## src/design/cltb_pkg.sv

```systemverilog
// cltb_pkg: shared constants and codes for the character lcd text buffer
// depends on: nothing
`timescale 1ns / 1ps

package cltb_pkg;

  // store geometry: cell (r, c) sits at address r * MAX_COLUMNS + c
  localparam int MAX_ROWS    = 4;
  localparam int MAX_COLUMNS = 32;
  localparam int ROW_W       = $clog2(MAX_ROWS);
  localparam int COL_W       = $clog2(MAX_COLUMNS);
  localparam int ADDR_W      = ROW_W + COL_W;
  localparam int CELL_COUNT  = MAX_ROWS * MAX_COLUMNS;

  // field widths
  localparam int CHAR_W     = 7;
  localparam int CODE_W     = 8;
  localparam int OP_W       = 4;
  localparam int ROWS_CNT_W = 3;
  localparam int COLS_CNT_W = 6;
  localparam int CFG_IDX_W  = 2;
  localparam int CFG_DATA_W = 6;

  // character handling
  localparam logic [CHAR_W-1:0] SPACE_CODE     = 7'h20;
  localparam logic [CODE_W-1:0] LOW_PRINTABLE  = 8'd32;
  localparam logic [CODE_W-1:0] HIGH_PRINTABLE = 8'd126;

  // configuration reset values
  localparam logic [ROWS_CNT_W-1:0] ROW_COUNT_RST    = 3'd2;
  localparam logic [COLS_CNT_W-1:0] COLUMN_COUNT_RST = 6'd16;

  // configuration register indexes
  localparam logic [CFG_IDX_W-1:0] CFG_ROW_COUNT    = 2'd0;
  localparam logic [CFG_IDX_W-1:0] CFG_COLUMN_COUNT = 2'd1;

  // command codes
  localparam logic [OP_W-1:0] OP_WRITE     = 4'd0;
  localparam logic [OP_W-1:0] OP_CLEAR     = 4'd1;
  localparam logic [OP_W-1:0] OP_CLEAR_EOL = 4'd2;
  localparam logic [OP_W-1:0] OP_UP        = 4'd3;
  localparam logic [OP_W-1:0] OP_DOWN      = 4'd4;
  localparam logic [OP_W-1:0] OP_LEFT      = 4'd5;
  localparam logic [OP_W-1:0] OP_RIGHT     = 4'd6;
  localparam logic [OP_W-1:0] OP_SET_POS   = 4'd7;
  localparam logic [OP_W-1:0] OP_READ      = 4'd8;

endpackage

```

## src/design/cltb_ram.sv

```systemverilog
// cltb_ram: generic single-write, single-read ram with registered read data
// depends on: nothing
`timescale 1ns / 1ps

module cltb_ram #(
  parameter int WIDTH = 8,
  parameter int DEPTH = 16
) (
  input  logic                     clk,
  input  logic                     wr_en,
  input  logic [$clog2(DEPTH)-1:0] wr_addr,
  input  logic [WIDTH-1:0]         wr_data,
  input  logic                     rd_en,
  input  logic [$clog2(DEPTH)-1:0] rd_addr,
  output logic [WIDTH-1:0]         rd_data
);

  logic [WIDTH-1:0] mem [DEPTH];

  always_ff @(posedge clk) begin
    if (wr_en) begin
      mem[wr_addr] <= wr_data;
    end
    if (rd_en) begin
      rd_data <= mem[rd_addr];
    end
  end

endmodule

```

## src/design/char_lcd_text_buffer.sv

```systemverilog
// char_lcd_text_buffer: character display text store with a cursor
// result: registered in the cycle after acceptance, except read cell, which waits in ST_READ for ram data
// throughput: one command per cycle while the result channel is not stalled; no new command during the read wait
// reset (synchronous, rst_n low): cursor 0,0, all cells read as space, 2 rows x 16 cols
// clear and clear-to-eol act on all affected per-cell valid flops at once, no clearing pass
// depends on: cltb_pkg, cltb_ram
`timescale 1ns / 1ps

module char_lcd_text_buffer (
  input  logic                             clk,
  input  logic                             rst_n,
  // command channel
  input  logic                             in_valid,
  output logic                             in_stall,
  input  logic [cltb_pkg::OP_W-1:0]        in_opcode,
  input  logic [cltb_pkg::CODE_W-1:0]      in_char_code,
  input  logic [cltb_pkg::ROW_W-1:0]       in_target_row,
  input  logic [cltb_pkg::COL_W-1:0]       in_target_column,
  // result channel
  output logic                             out_valid,
  input  logic                             out_stall,
  output logic                             out_ok,
  output logic [cltb_pkg::ROW_W-1:0]       out_cursor_row,
  output logic [cltb_pkg::COL_W-1:0]       out_cursor_column,
  output logic [cltb_pkg::CHAR_W-1:0]      out_cell_char,
  // configuration write channel
  input  logic                             cfg_valid,
  output logic                             cfg_ready,
  input  logic [cltb_pkg::CFG_IDX_W-1:0]   cfg_index,
  input  logic [cltb_pkg::CFG_DATA_W-1:0]  cfg_data
);

  import cltb_pkg::*;

  typedef enum logic {
    ST_IDLE,
    ST_READ
  } state_t;

  state_t state_r, state_nxt;

  // configuration
  logic [ROWS_CNT_W-1:0] row_count_r;
  logic [COLS_CNT_W-1:0] column_count_r;

  // cursor and cell valid flags (a cell not valid reads as space)
  logic [ROW_W-1:0]      cursor_row_r, cursor_row_nxt;
  logic [COL_W-1:0]      cursor_col_r, cursor_col_nxt;
  logic [CELL_COUNT-1:0] valid_r, valid_nxt;

  // result register
  logic              out_valid_r, out_valid_nxt;
  logic              out_ok_r, out_ok_nxt;
  logic [ROW_W-1:0]  out_row_r, out_row_nxt;
  logic [COL_W-1:0]  out_col_r, out_col_nxt;
  logic [CHAR_W-1:0] out_cell_r, out_cell_nxt;

  // pending read: ok means in range, vld means the cell was written
  logic rd_ok_r, rd_ok_nxt;
  logic rd_vld_r, rd_vld_nxt;

  // ram side
  logic              ram_we;
  logic [ADDR_W-1:0] ram_waddr;
  logic [CHAR_W-1:0] ram_wdata;
  logic              ram_re;
  logic [ADDR_W-1:0] ram_raddr;
  logic [CHAR_W-1:0] ram_rdata;

  // effective area and saturated cursor
  logic [ROWS_CNT_W-1:0] rows_used;
  logic [COLS_CNT_W-1:0] cols_used;
  logic [ROW_W-1:0]      cur_row;
  logic [COL_W-1:0]      cur_col;
  logic                  row_can_inc;
  logic                  col_can_inc;
  logic                  target_in;
  logic [CODE_W-1:0]     wr_code;

  logic in_accept;
  logic out_free;

  assign cfg_ready = 1'b1;

  // the result register can take a new transaction when empty or draining now
  assign out_free  = !out_valid_r || !out_stall;
  assign in_stall  = !((state_r == ST_IDLE) && out_free);
  assign in_accept = in_valid && !in_stall;

  assign out_valid         = out_valid_r;
  assign out_ok            = out_ok_r;
  assign out_cursor_row    = out_row_r;
  assign out_cursor_column = out_col_r;
  assign out_cell_char     = out_cell_r;

  // a zero count acts as 1, a count above the maximum saturates
  always_comb begin
    if (row_count_r == '0) begin
      rows_used = ROWS_CNT_W'(1);
    end else if (row_count_r > ROWS_CNT_W'(MAX_ROWS)) begin
      rows_used = ROWS_CNT_W'(MAX_ROWS);
    end else begin
      rows_used = row_count_r;
    end
    if (column_count_r == '0) begin
      cols_used = COLS_CNT_W'(1);
    end else if (column_count_r > COLS_CNT_W'(MAX_COLUMNS)) begin
      cols_used = COLS_CNT_W'(MAX_COLUMNS);
    end else begin
      cols_used = column_count_r;
    end
  end

  // cursor pulled back into a shrunk area before each command
  always_comb begin
    if (ROWS_CNT_W'(cursor_row_r) >= rows_used) begin
      cur_row = ROW_W'(rows_used - ROWS_CNT_W'(1));
    end else begin
      cur_row = cursor_row_r;
    end
    if (COLS_CNT_W'(cursor_col_r) >= cols_used) begin
      cur_col = COL_W'(cols_used - COLS_CNT_W'(1));
    end else begin
      cur_col = cursor_col_r;
    end
  end

  assign row_can_inc = (ROWS_CNT_W'(cur_row) + ROWS_CNT_W'(1)) < rows_used;
  assign col_can_inc = (COLS_CNT_W'(cur_col) + COLS_CNT_W'(1)) < cols_used;
  assign target_in   = (ROWS_CNT_W'(in_target_row) < rows_used) &&
                       (COLS_CNT_W'(in_target_column) < cols_used);

  // non-printable codes are stored as space
  assign wr_code = ((in_char_code < LOW_PRINTABLE) || (in_char_code > HIGH_PRINTABLE)) ?
                   CODE_W'(SPACE_CODE) : in_char_code;

  assign ram_we    = in_accept && (in_opcode == OP_WRITE);
  assign ram_waddr = {cur_row, cur_col};
  assign ram_wdata = wr_code[CHAR_W-1:0];
  assign ram_re    = in_accept && (in_opcode == OP_READ);
  assign ram_raddr = {in_target_row, in_target_column};

  cltb_ram #(
    .WIDTH (CHAR_W),
    .DEPTH (CELL_COUNT)
  ) u_store (
    .clk     (clk),
    .wr_en   (ram_we),
    .wr_addr (ram_waddr),
    .wr_data (ram_wdata),
    .rd_en   (ram_re),
    .rd_addr (ram_raddr),
    .rd_data (ram_rdata)
  );

  // command decode and next state
  always_comb begin
    logic [ADDR_W-1:0] a;
    state_nxt      = state_r;
    cursor_row_nxt = cursor_row_r;
    cursor_col_nxt = cursor_col_r;
    valid_nxt      = valid_r;
    out_valid_nxt  = out_valid_r && out_stall;
    out_ok_nxt     = out_ok_r;
    out_row_nxt    = out_row_r;
    out_col_nxt    = out_col_r;
    out_cell_nxt   = out_cell_r;
    rd_ok_nxt      = rd_ok_r;
    rd_vld_nxt     = rd_vld_r;
    a              = '0;

    unique case (state_r)
      ST_IDLE: begin
        if (in_accept) begin
          cursor_row_nxt = cur_row;
          cursor_col_nxt = cur_col;
          out_ok_nxt     = 1'b0;
          out_cell_nxt   = '0;
          out_valid_nxt  = 1'b1;

          unique case (in_opcode)
            OP_WRITE: begin
              valid_nxt[ram_waddr] = 1'b1;
              out_ok_nxt = 1'b1;
              if (col_can_inc) begin
                cursor_col_nxt = cur_col + COL_W'(1);
              end else if (row_can_inc) begin
                cursor_row_nxt = cur_row + ROW_W'(1);
                cursor_col_nxt = '0;
              end else begin
                cursor_row_nxt = '0;
                cursor_col_nxt = '0;
              end
            end
            OP_CLEAR: begin
              valid_nxt      = '0;
              cursor_row_nxt = '0;
              cursor_col_nxt = '0;
              out_ok_nxt     = 1'b1;
            end
            OP_CLEAR_EOL: begin
              // blank the cursor row from the cursor through the last used column
              for (int i = 0; i < CELL_COUNT; i++) begin
                a = ADDR_W'(i);
                if ((a[ADDR_W-1:COL_W] == cur_row) && (a[COL_W-1:0] >= cur_col) &&
                    (COLS_CNT_W'(a[COL_W-1:0]) < cols_used)) begin
                  valid_nxt[i] = 1'b0;
                end
              end
              out_ok_nxt = 1'b1;
            end
            OP_UP: begin
              if (cur_row != '0) begin
                cursor_row_nxt = cur_row - ROW_W'(1);
                out_ok_nxt     = 1'b1;
              end
            end
            OP_DOWN: begin
              if (row_can_inc) begin
                cursor_row_nxt = cur_row + ROW_W'(1);
                out_ok_nxt     = 1'b1;
              end
            end
            OP_LEFT: begin
              if (cur_col != '0) begin
                cursor_col_nxt = cur_col - COL_W'(1);
                out_ok_nxt     = 1'b1;
              end
            end
            OP_RIGHT: begin
              if (col_can_inc) begin
                cursor_col_nxt = cur_col + COL_W'(1);
                out_ok_nxt     = 1'b1;
              end
            end
            OP_SET_POS: begin
              if (target_in) begin
                cursor_row_nxt = in_target_row;
                cursor_col_nxt = in_target_column;
                out_ok_nxt     = 1'b1;
              end
            end
            OP_READ: begin
              // result waits in the read wait state for the ram read data
              out_valid_nxt = 1'b0;
              out_ok_nxt    = target_in;
              rd_ok_nxt     = target_in;
              rd_vld_nxt    = valid_r[ram_raddr];
              state_nxt     = ST_READ;
            end
            default: begin
              // unknown command: no change, ok stays low
            end
          endcase

          out_row_nxt = cursor_row_nxt;
          out_col_nxt = cursor_col_nxt;
        end
      end
      ST_READ: begin
        // result register is empty here, it was free at acceptance
        out_valid_nxt = 1'b1;
        if (!rd_ok_r) begin
          out_cell_nxt = '0;
        end else if (rd_vld_r) begin
          out_cell_nxt = ram_rdata;
        end else begin
          out_cell_nxt = SPACE_CODE;
        end
        state_nxt = ST_IDLE;
      end
      default: begin
        state_nxt = ST_IDLE;
      end
    endcase
  end

  // state, cursor, valid flags, pending read, configuration and result register
  always_ff @(posedge clk) begin
    if (!rst_n) begin
      state_r        <= ST_IDLE;
      cursor_row_r   <= '0;
      cursor_col_r   <= '0;
      valid_r        <= '0;
      out_valid_r    <= 1'b0;
      rd_ok_r        <= 1'b0;
      rd_vld_r       <= 1'b0;
      row_count_r    <= ROW_COUNT_RST;
      column_count_r <= COLUMN_COUNT_RST;
    end else begin
      state_r      <= state_nxt;
      cursor_row_r <= cursor_row_nxt;
      cursor_col_r <= cursor_col_nxt;
      valid_r      <= valid_nxt;
      out_valid_r  <= out_valid_nxt;
      rd_ok_r      <= rd_ok_nxt;
      rd_vld_r     <= rd_vld_nxt;
      if (cfg_valid && cfg_ready) begin
        if (cfg_index == CFG_ROW_COUNT) begin
          row_count_r <= cfg_data[ROWS_CNT_W-1:0];
        end else if (cfg_index == CFG_COLUMN_COUNT) begin
          column_count_r <= cfg_data[COLS_CNT_W-1:0];
        end
      end
    end
    out_ok_r   <= out_ok_nxt;
    out_row_r  <= out_row_nxt;
    out_col_r  <= out_col_nxt;
    out_cell_r <= out_cell_nxt;
  end

`ifndef SYNTHESIS
  // the read wait state only runs with an empty result register
  a_read_out_empty: assert property (@(posedge clk) disable iff (!rst_n)
    (state_r == ST_READ) |-> !out_valid_r)
    else $error("result register busy during read wait");

  // an accepted read cell always goes through the read wait
  a_read_waits: assert property (@(posedge clk) disable iff (!rst_n)
    (in_accept && (in_opcode == OP_READ)) |=> (state_r == ST_READ))
    else $error("read cell skipped the ram wait");

  // a failed command never reports a character
  a_fail_no_char: assert property (@(posedge clk) disable iff (!rst_n)
    (out_valid_r && !out_ok_r) |-> (out_cell_r == '0))
    else $error("character reported on a failed command");

  // clear drops every written cell at once
  a_clear_all: assert property (@(posedge clk) disable iff (!rst_n)
    (in_accept && (in_opcode == OP_CLEAR)) |=> (valid_r == '0))
    else $error("cells left valid after clear");
`endif

endmodule
```

## config.mk

```make
export PLATFORM = sky130hd
export DESIGN_NAME = char_lcd_text_buffer
export DESIGN_NICKNAME = d
export VERILOG_FILES = /design/src/design/cltb_pkg.sv /design/src/design/cltb_ram.sv /design/src/design/char_lcd_text_buffer.sv
export SDC_FILE = /design/constraint.sdc
export NUM_CORES = 1
export LEC_CHECK = 0
export BUFFER_PORTS_ARGS = -buffer_cell sky130_fd_sc_hd__buf_2
export CAP_MARGIN = 10
export CORE_ASPECT_RATIO = 0.5
export CORE_MARGIN = 3
export CORE_UTILIZATION = 65
export CTS_BUF_LIST = sky130_fd_sc_hd__clkbuf_8
export DETAILED_ROUTE_END_ITERATION = 8
export HOLD_SLACK_MARGIN = 0.06
export PLACE_DENSITY = 0.83
export SLEW_MARGIN = 20
export SYNTH_ARGS = -nofsm -noshare
export SYNTH_HDL_FRONTEND = slang
export SYNTH_HIERARCHICAL = 1
export SYNTH_SLANG_ARGS = --single-unit
```

## constraint.sdc

```tcl
create_clock -name clk -period 14.9 [get_ports clk]
set_input_delay 1.49 -clock clk [delete_from_list [all_inputs] [get_ports clk]]
set_output_delay 1.49 -clock clk [all_outputs]
set_load 0.02 [all_outputs]
```

== Yosys cells after proc, flatten, opt, wreduce, memory -nomap -nowiden ==
Memories as Yosys holds them, arrays and structs flattened. A register that Yosys moved wholly into a read port is not among the register bits.
Index checks and enable logic that the tools add are counted.
Storage, ports and cells
  word-level logic and storage cells: 948
  input port bits: 32
  memories kept: 1
  RAM bits: 896
  bits in registers: 163
Memory list
  u_store.mem: words 128, bits a word 7, rd ports 1, clocked after memory_dff 1, wr ports 1, line cltb_ram.sv:18  | logic [WIDTH-1:0] mem [DEPTH];
Cells by class
  eq/ne operators: 141
  mux-type cells: 169
  bitwise gates (word level): 3
  reduce and logical (&&, ||, !) cells: 409
  $lt $le $gt $ge: 77
  add/sub/neg operators: 8
Operators by type and width (number)
  AND reduction 4 bit: 128
  one-hot mux 128 bit (3 select lines): 1
  logical AND 1 bit: 263
  != test 2 bit, second input constant: 129
  2-to-1 mux 1 bit: 141
  bitwise OR 128 bit: 1
  < comparator 5 x 6 -> 1 bit, first input constant: 16
  greater-or-equal comparator 5 bit, first input constant: 16
  < comparator 4 x 6 -> 1 bit, first input constant: 8
  greater-or-equal comparator 4 x 5 -> 1 bit, first input constant: 8
  2-to-1 mux 7 bit: 4
  2-to-1 mux 5 bit: 5
  one-hot mux 5 bit (5 select lines): 1
  < comparator 3 x 6 -> 1 bit, first input constant: 4
  greater-or-equal comparator 3 x 5 -> 1 bit, first input constant: 4
  == test 4 x 3 -> 1 bit, second input constant: 4
  < comparator 7 x 8 -> 1 bit, second input constant: 2
  one-hot mux 7 bit (2 select lines): 1
  < comparator 1 x 6 -> 1 bit, first input constant: 2
  < comparator 2 x 6 -> 1 bit, first input constant: 2
  2-to-1 mux 2 bit: 6
  2-to-1 mux 6 bit: 2
  greater-or-equal comparator 1 x 5 -> 1 bit, first input constant: 2
  greater-or-equal comparator 2 x 5 -> 1 bit, first input constant: 2
  other kinds (42): 55

== Longest topological paths before layout ==
  depth in word-level cells: 11
  gate-level depth with buffers: 30
  mapped depth without buffers: 26

== Cells and area by module ==
Netlist, hierarchy kept.
By module, submodules not included
  cltb_ram: seq. area each 27116.0 µm², area an instance 34883.5 µm², cells an instance 1452, instances 1
  char_lcd_text_buffer: seq. area each 3413.3 µm², area an instance 11099.4 µm², cells an instance 1271, instances 1

== Worst setup path before layout ==
OpenSTA, ideal clock, no wires.
  path type: input -> register
  start point: in in_char_code[1] (netlist bit)
  end point: mem u_store/mem[0][6] (netlist bit) (data pin)
  stages on the path: 3
  slack: 6.891 ns
  data arrival time: 6.791 ns
  path buffers: 0
  data required time: 13.682 ns
  path through: nand4_1 nor2_1 nor3b_1
Between the ends
  longest elaborated chain between the ends: 3
  elaborated cells between the ends (all ways): 4
  those cells by class: order compare (2); mux (1); reduce/logical (1)
RTL lines
  from (decl): line char_lcd_text_buffer.sv:16  | input logic [cltb_pkg::CODE_W-1:0] in_char_code,
  < comparator 8 x 6 -> 1 bit / greater-than comparator 8 x 7 -> 1 bit (equally long branches): line char_lcd_text_buffer.sv:134  | assign wr_code = ((in_char_code < LOW_PRINTABLE) || (in_char_code > HIGH_PRINTABLE)) ?
  logical OR 1 bit *: line char_lcd_text_buffer.sv:134
  2-to-1 mux 7 bit *: line char_lcd_text_buffer.sv:134
  net wr_code[6]: line char_lcd_text_buffer.sv:78  | logic [CODE_W-1:0] wr_code;
  to (decl): line cltb_ram.sv:18
Mark *: on every way through the listed nets, which the timed path passes. The rest lies on a longest branch.

== Worst setup path after layout ==
  start point: reg column_count_r[5]
  end point: reg out_col_r[0] (netlist: out_cursor_column[0]) (data pin)
Between the ends
  longest elaborated chain between the ends: 9
  elaborated cells between the ends (all ways): 19
  those cells by class: add/sub (4); order compare (4); mux (8); reduce/logical (3)
RTL lines
  from (decl): line char_lcd_text_buffer.sv:44  | logic [COLS_CNT_W-1:0] column_count_r;
  from (signal assigned): line char_lcd_text_buffer.sv:302  | column_count_r <= cfg_data[COLS_CNT_W-1:0];
  greater-than comparator 6 bit: line char_lcd_text_buffer.sv:107  | end else if (column_count_r > COLS_CNT_W'(MAX_COLUMNS)) begin
  2-to-1 mux 6 bit: line char_lcd_text_buffer.sv:107
  2-to-1 mux 6 bit *: line char_lcd_text_buffer.sv:105  | if (column_count_r == '0) begin
  subtractor 5 x 1 -> 5 bit / greater-or-equal comparator 5 x 6 -> 1 bit (equally long branches): line char_lcd_text_buffer.sv:122, char_lcd_text_buffer.sv:121
  2-to-1 mux 5 bit *: line char_lcd_text_buffer.sv:121  | if (COLS_CNT_W'(cursor_col_r) >= cols_used) begin
  net cur_col[0]: line char_lcd_text_buffer.sv:74  | logic [COL_W-1:0] cur_col;
  adder 5 x 1 -> 6 bit: line char_lcd_text_buffer.sv:129  | assign col_can_inc = (COLS_CNT_W'(cur_col) + COLS_CNT_W'(1)) < cols_used;
  < comparator 6 bit: line char_lcd_text_buffer.sv:129
  2-to-1 mux 5 bit (on tied branches): line char_lcd_text_buffer.sv:231, char_lcd_text_buffer.sv:185
  one-hot mux 5 bit (5 select lines) *: line char_lcd_text_buffer.sv:181  | unique case (in_opcode)
  to (signal assigned): line char_lcd_text_buffer.sv:308  | out_col_r <= out_col_nxt;
  to (decl): line char_lcd_text_buffer.sv:55  | logic [COL_W-1:0] out_col_r, out_col_nxt;
Marks and branches as above.
A chain may end at the register's enable or synchronous reset.

==> flow_summary.yaml <==
timing:
  setup-violations-final: 0
  setup_tns_ps: 0
  slew_headroom: 0.2075
  min_period_ps: 6611
  whs_ps: 467.2
  max_freq_ghz: 0.1513
  fin_ws_ps: 8289
  clock_skew_ps: 35.72
  timing.final.crit_share: 0.4437
  drv_slew: 0
  rsz0062_at_grt: "no"
  hold_viol: 0
  tightest_slew_ps: 1185
synthesis:
  synth_warnings: 6
  syn_avg_cell_area_um2: 16.89
  syn-cell-area_um2: 45980
  yosys_most_used_dff: "edfxtp_1"
  synth_edf_count: 918
  synth.yosys.seq_area_share: 0.6639
  syn_nets: 2788
  ys_ff_latch: 1066
  ys_top_cells_by_area: "edfxtp_1, mux4_2, dfxtp_1"
  async_reset_ff_frac: 0
  synth_cells: 2723
  synth_cell_types: 86
  yosys.area.top_type_share: 0.5995
  yosysTopAreaCell: "edfxtp_1"
route:
  wirelength_mm: 126.9
  drtIter0Drc: 4693
  drt_pre_antenna_iters: 6
  route.vias.total: 28380
  ant_nets: 0
  remaining_drc_errors: 0
  wl_per_cell_um: 33.07
  vias_per_cell: 7.397
grt:
  antenna_found_initial: 6
  grtUsageMet2: 0.5215
  grtUsageMet1: 0.4793
  use_met3: 0.1051
  grt_max_degree: 119
  top_usage_layer: "met2"
  grt_pass1_vias: 27690
  grt_pass1_wl_mm: 187.7
  grt_overflow: 0
  track_usage: 0.3471
final_layout:
  seq_area_um2: 30530
  nNetsFinal: 2844
  multiInputGateArea_um2: 14490
  utilization: 0.7159
  stdcell_area_um2: 49760
  final_cell_mix: "edfxtp_1, mux4_2, nor2_1"
  area_growth_pct: 8.223
  fillers: 3959
  instances_no_fill: 3837
  drive_gt1_frac: 0.2445
  final_common_cell: "edfxtp_1"
worst_setup_path:
  arrival_ps: 7180
  end_kind: "flop"
  critPathLaunchType: "flop"
  critPathKind: "flop to flop"
  crit_fanout: 31
  crit_required_ps: 15470
die:
  initial_core_util: 0.6615
  io-pin-count: 50
  die-height_um: 194.1
  die_area_um2: 74160
  row_count: 68
  core_um2: 69510
  die-width_um: 382.1
clocking:
  cts_setup_buffers: 0
  htree_levels: 4
  cts_tree: "built"
  cts_sinks: 1066
  cts.clk_slew.worst_paths_ps: 70
  clock_tree.buffer_depth: 3
  cts.hold.buffers_added: 0
  ctsRootBufferMaster: "clkbuf_8"
  cts_resized: 0
  cts_made_buffers: 141
  insertion_delay_ps: 820
place:
  gp_congestion: 1.024
  io_buffer_count: 48
  placed_area_um2: 47020
  place_hpwl_mm: 78.95
  place_ws_ps: 8468
  dp.cells: 3580
pwr:
  cellPowerDensity_nw_per_um2: 122.7
  leakagePower_nw: 16.04
  finalPower_mw: 6.104
  peakVddDrop_uv: 64.17
flow_run:
  cap_violations: 0
worst_hold_path:
  hold_path.class: "flop to flop"
status:
  status: "completed"
[sequential cells by signal, indices dropped and copies added, names as in the netlist, 2 cells and up]
register,count
u_store/rd_data,7
out_cursor_column,5
out_cursor_row,2
cursor_row_r,2
u_store/mem,896
row_count_r,3
column_count_r,6
cursor_col_r,5
valid_r,128
out_cell_char,7
[cell type report]
class / count / share of cell area
Sequential cell: 1066 / 0.6135
Multi-Input combinational cell: 1422 / 0.2912
Clock buffer: 147 / 0.04066
Tap cell: 945 / 0.02376
Timing Repair Buffer: 97 / 0.01348
Clock inverter: 104 / 0.01330
Inverter: 51 / 0.003897
Antenna cell: 5 / 0.0002514
[power breakdown]
| part | internal, mW | switching, mW | total [mW] | leakage [nW] |
|---|---|---|---|---|
| logic | 0.208 | 0.474 | 0.682 | 4.85 |
| clock network | 1.03 | 1.13 | 2.16 | 1.56 |
| registers | 3.25 | 0.0127 | 3.26 | 9.64 |
| total | 4.49 | 1.62 | 6.10 | 16.0 |
[worst max-delay path, cell delays in order (launching register included)]
cell and delay [ps]:
dfxtp_1 1050, inv_1 460, nand2_1 270, ha_1 310
a211o_1 320, nand2_1 120, o21ai_2 60, buf_4 260
mux2i_2 230, buf_4 270, ha_1 240, nand3_1 80
mux2i_1 180, xnor2_1 130, ha_1 300, nand2_1 50
o21ai_0 260, nor2_1 120, nor2_1 330, inv_1 120
ha_1 300, nand2_1 50, nand2_1 70, a2bb2oi_1 60
a311oi_1 340, nand2_1 90, o21ai_0 220, nor2_1 60
[synthesized netlist by cell type (19+ instances only)]
cell type  instances
mux4_2           335
a31oi_1           33
nand3_1           31
and2_1            24
nand2_1          106
o211ai_1          19
edfxtp_1         918
clkbuf_1         114
o221a_2           43
inv_1             44
buf_2             24
ha_1              33
dfxtp_1          148
a211oi_1          54
nor2_1           211
o21ai_0           55
a21oi_1          107
mux2i_1           26
buf_1             26
nor3_1            68
[path summary, 6_finish.rpt]
check | start | to | slack (ps) | depth (start not counted)
hold reg to reg | valid_r[122]$_SDFFE_PN0P_ | valid_r[122]$_SDFFE_PN0P_ | 470 | 2
setup reg to reg | column_count_r[5]$_SDFFE_PN0P_ | out_cursor_column[0]$_DFFE_PP_ | 8290 | 27
setup / recovery | column_count_r[5]$_SDFFE_PN0P_ | out_cursor_column[0]$_DFFE_PP_ | 8290 | 27
hold / removal | valid_r[122]$_SDFFE_PN0P_ | valid_r[122]$_SDFFE_PN0P_ | 470 | 2
[routing by layer]
layer | share of wire | up-vias
met3 | 0.14 | 427
met1 | 0.35 | 14250
met2 | 0.46 | 2395
met5 | 0.00047 | -
met4 | 0.048 | 10
li1 | - | 11300
[cell families (layout without fill, tap and decap cells)]
group	after synthesis	count (layout)	synth area share
mux	373	373	0.1727
other cells	1	6	0.00008155
buf+inv	235	399	0.02177
compound gates	456	456	0.07363
flops	1066	1066	0.6639
fa+ha+maj	33	33	0.008979
simple gates	551	551	0.05720
xor+xnor	8	8	0.001687
Power figures use the tool's default switching activity.
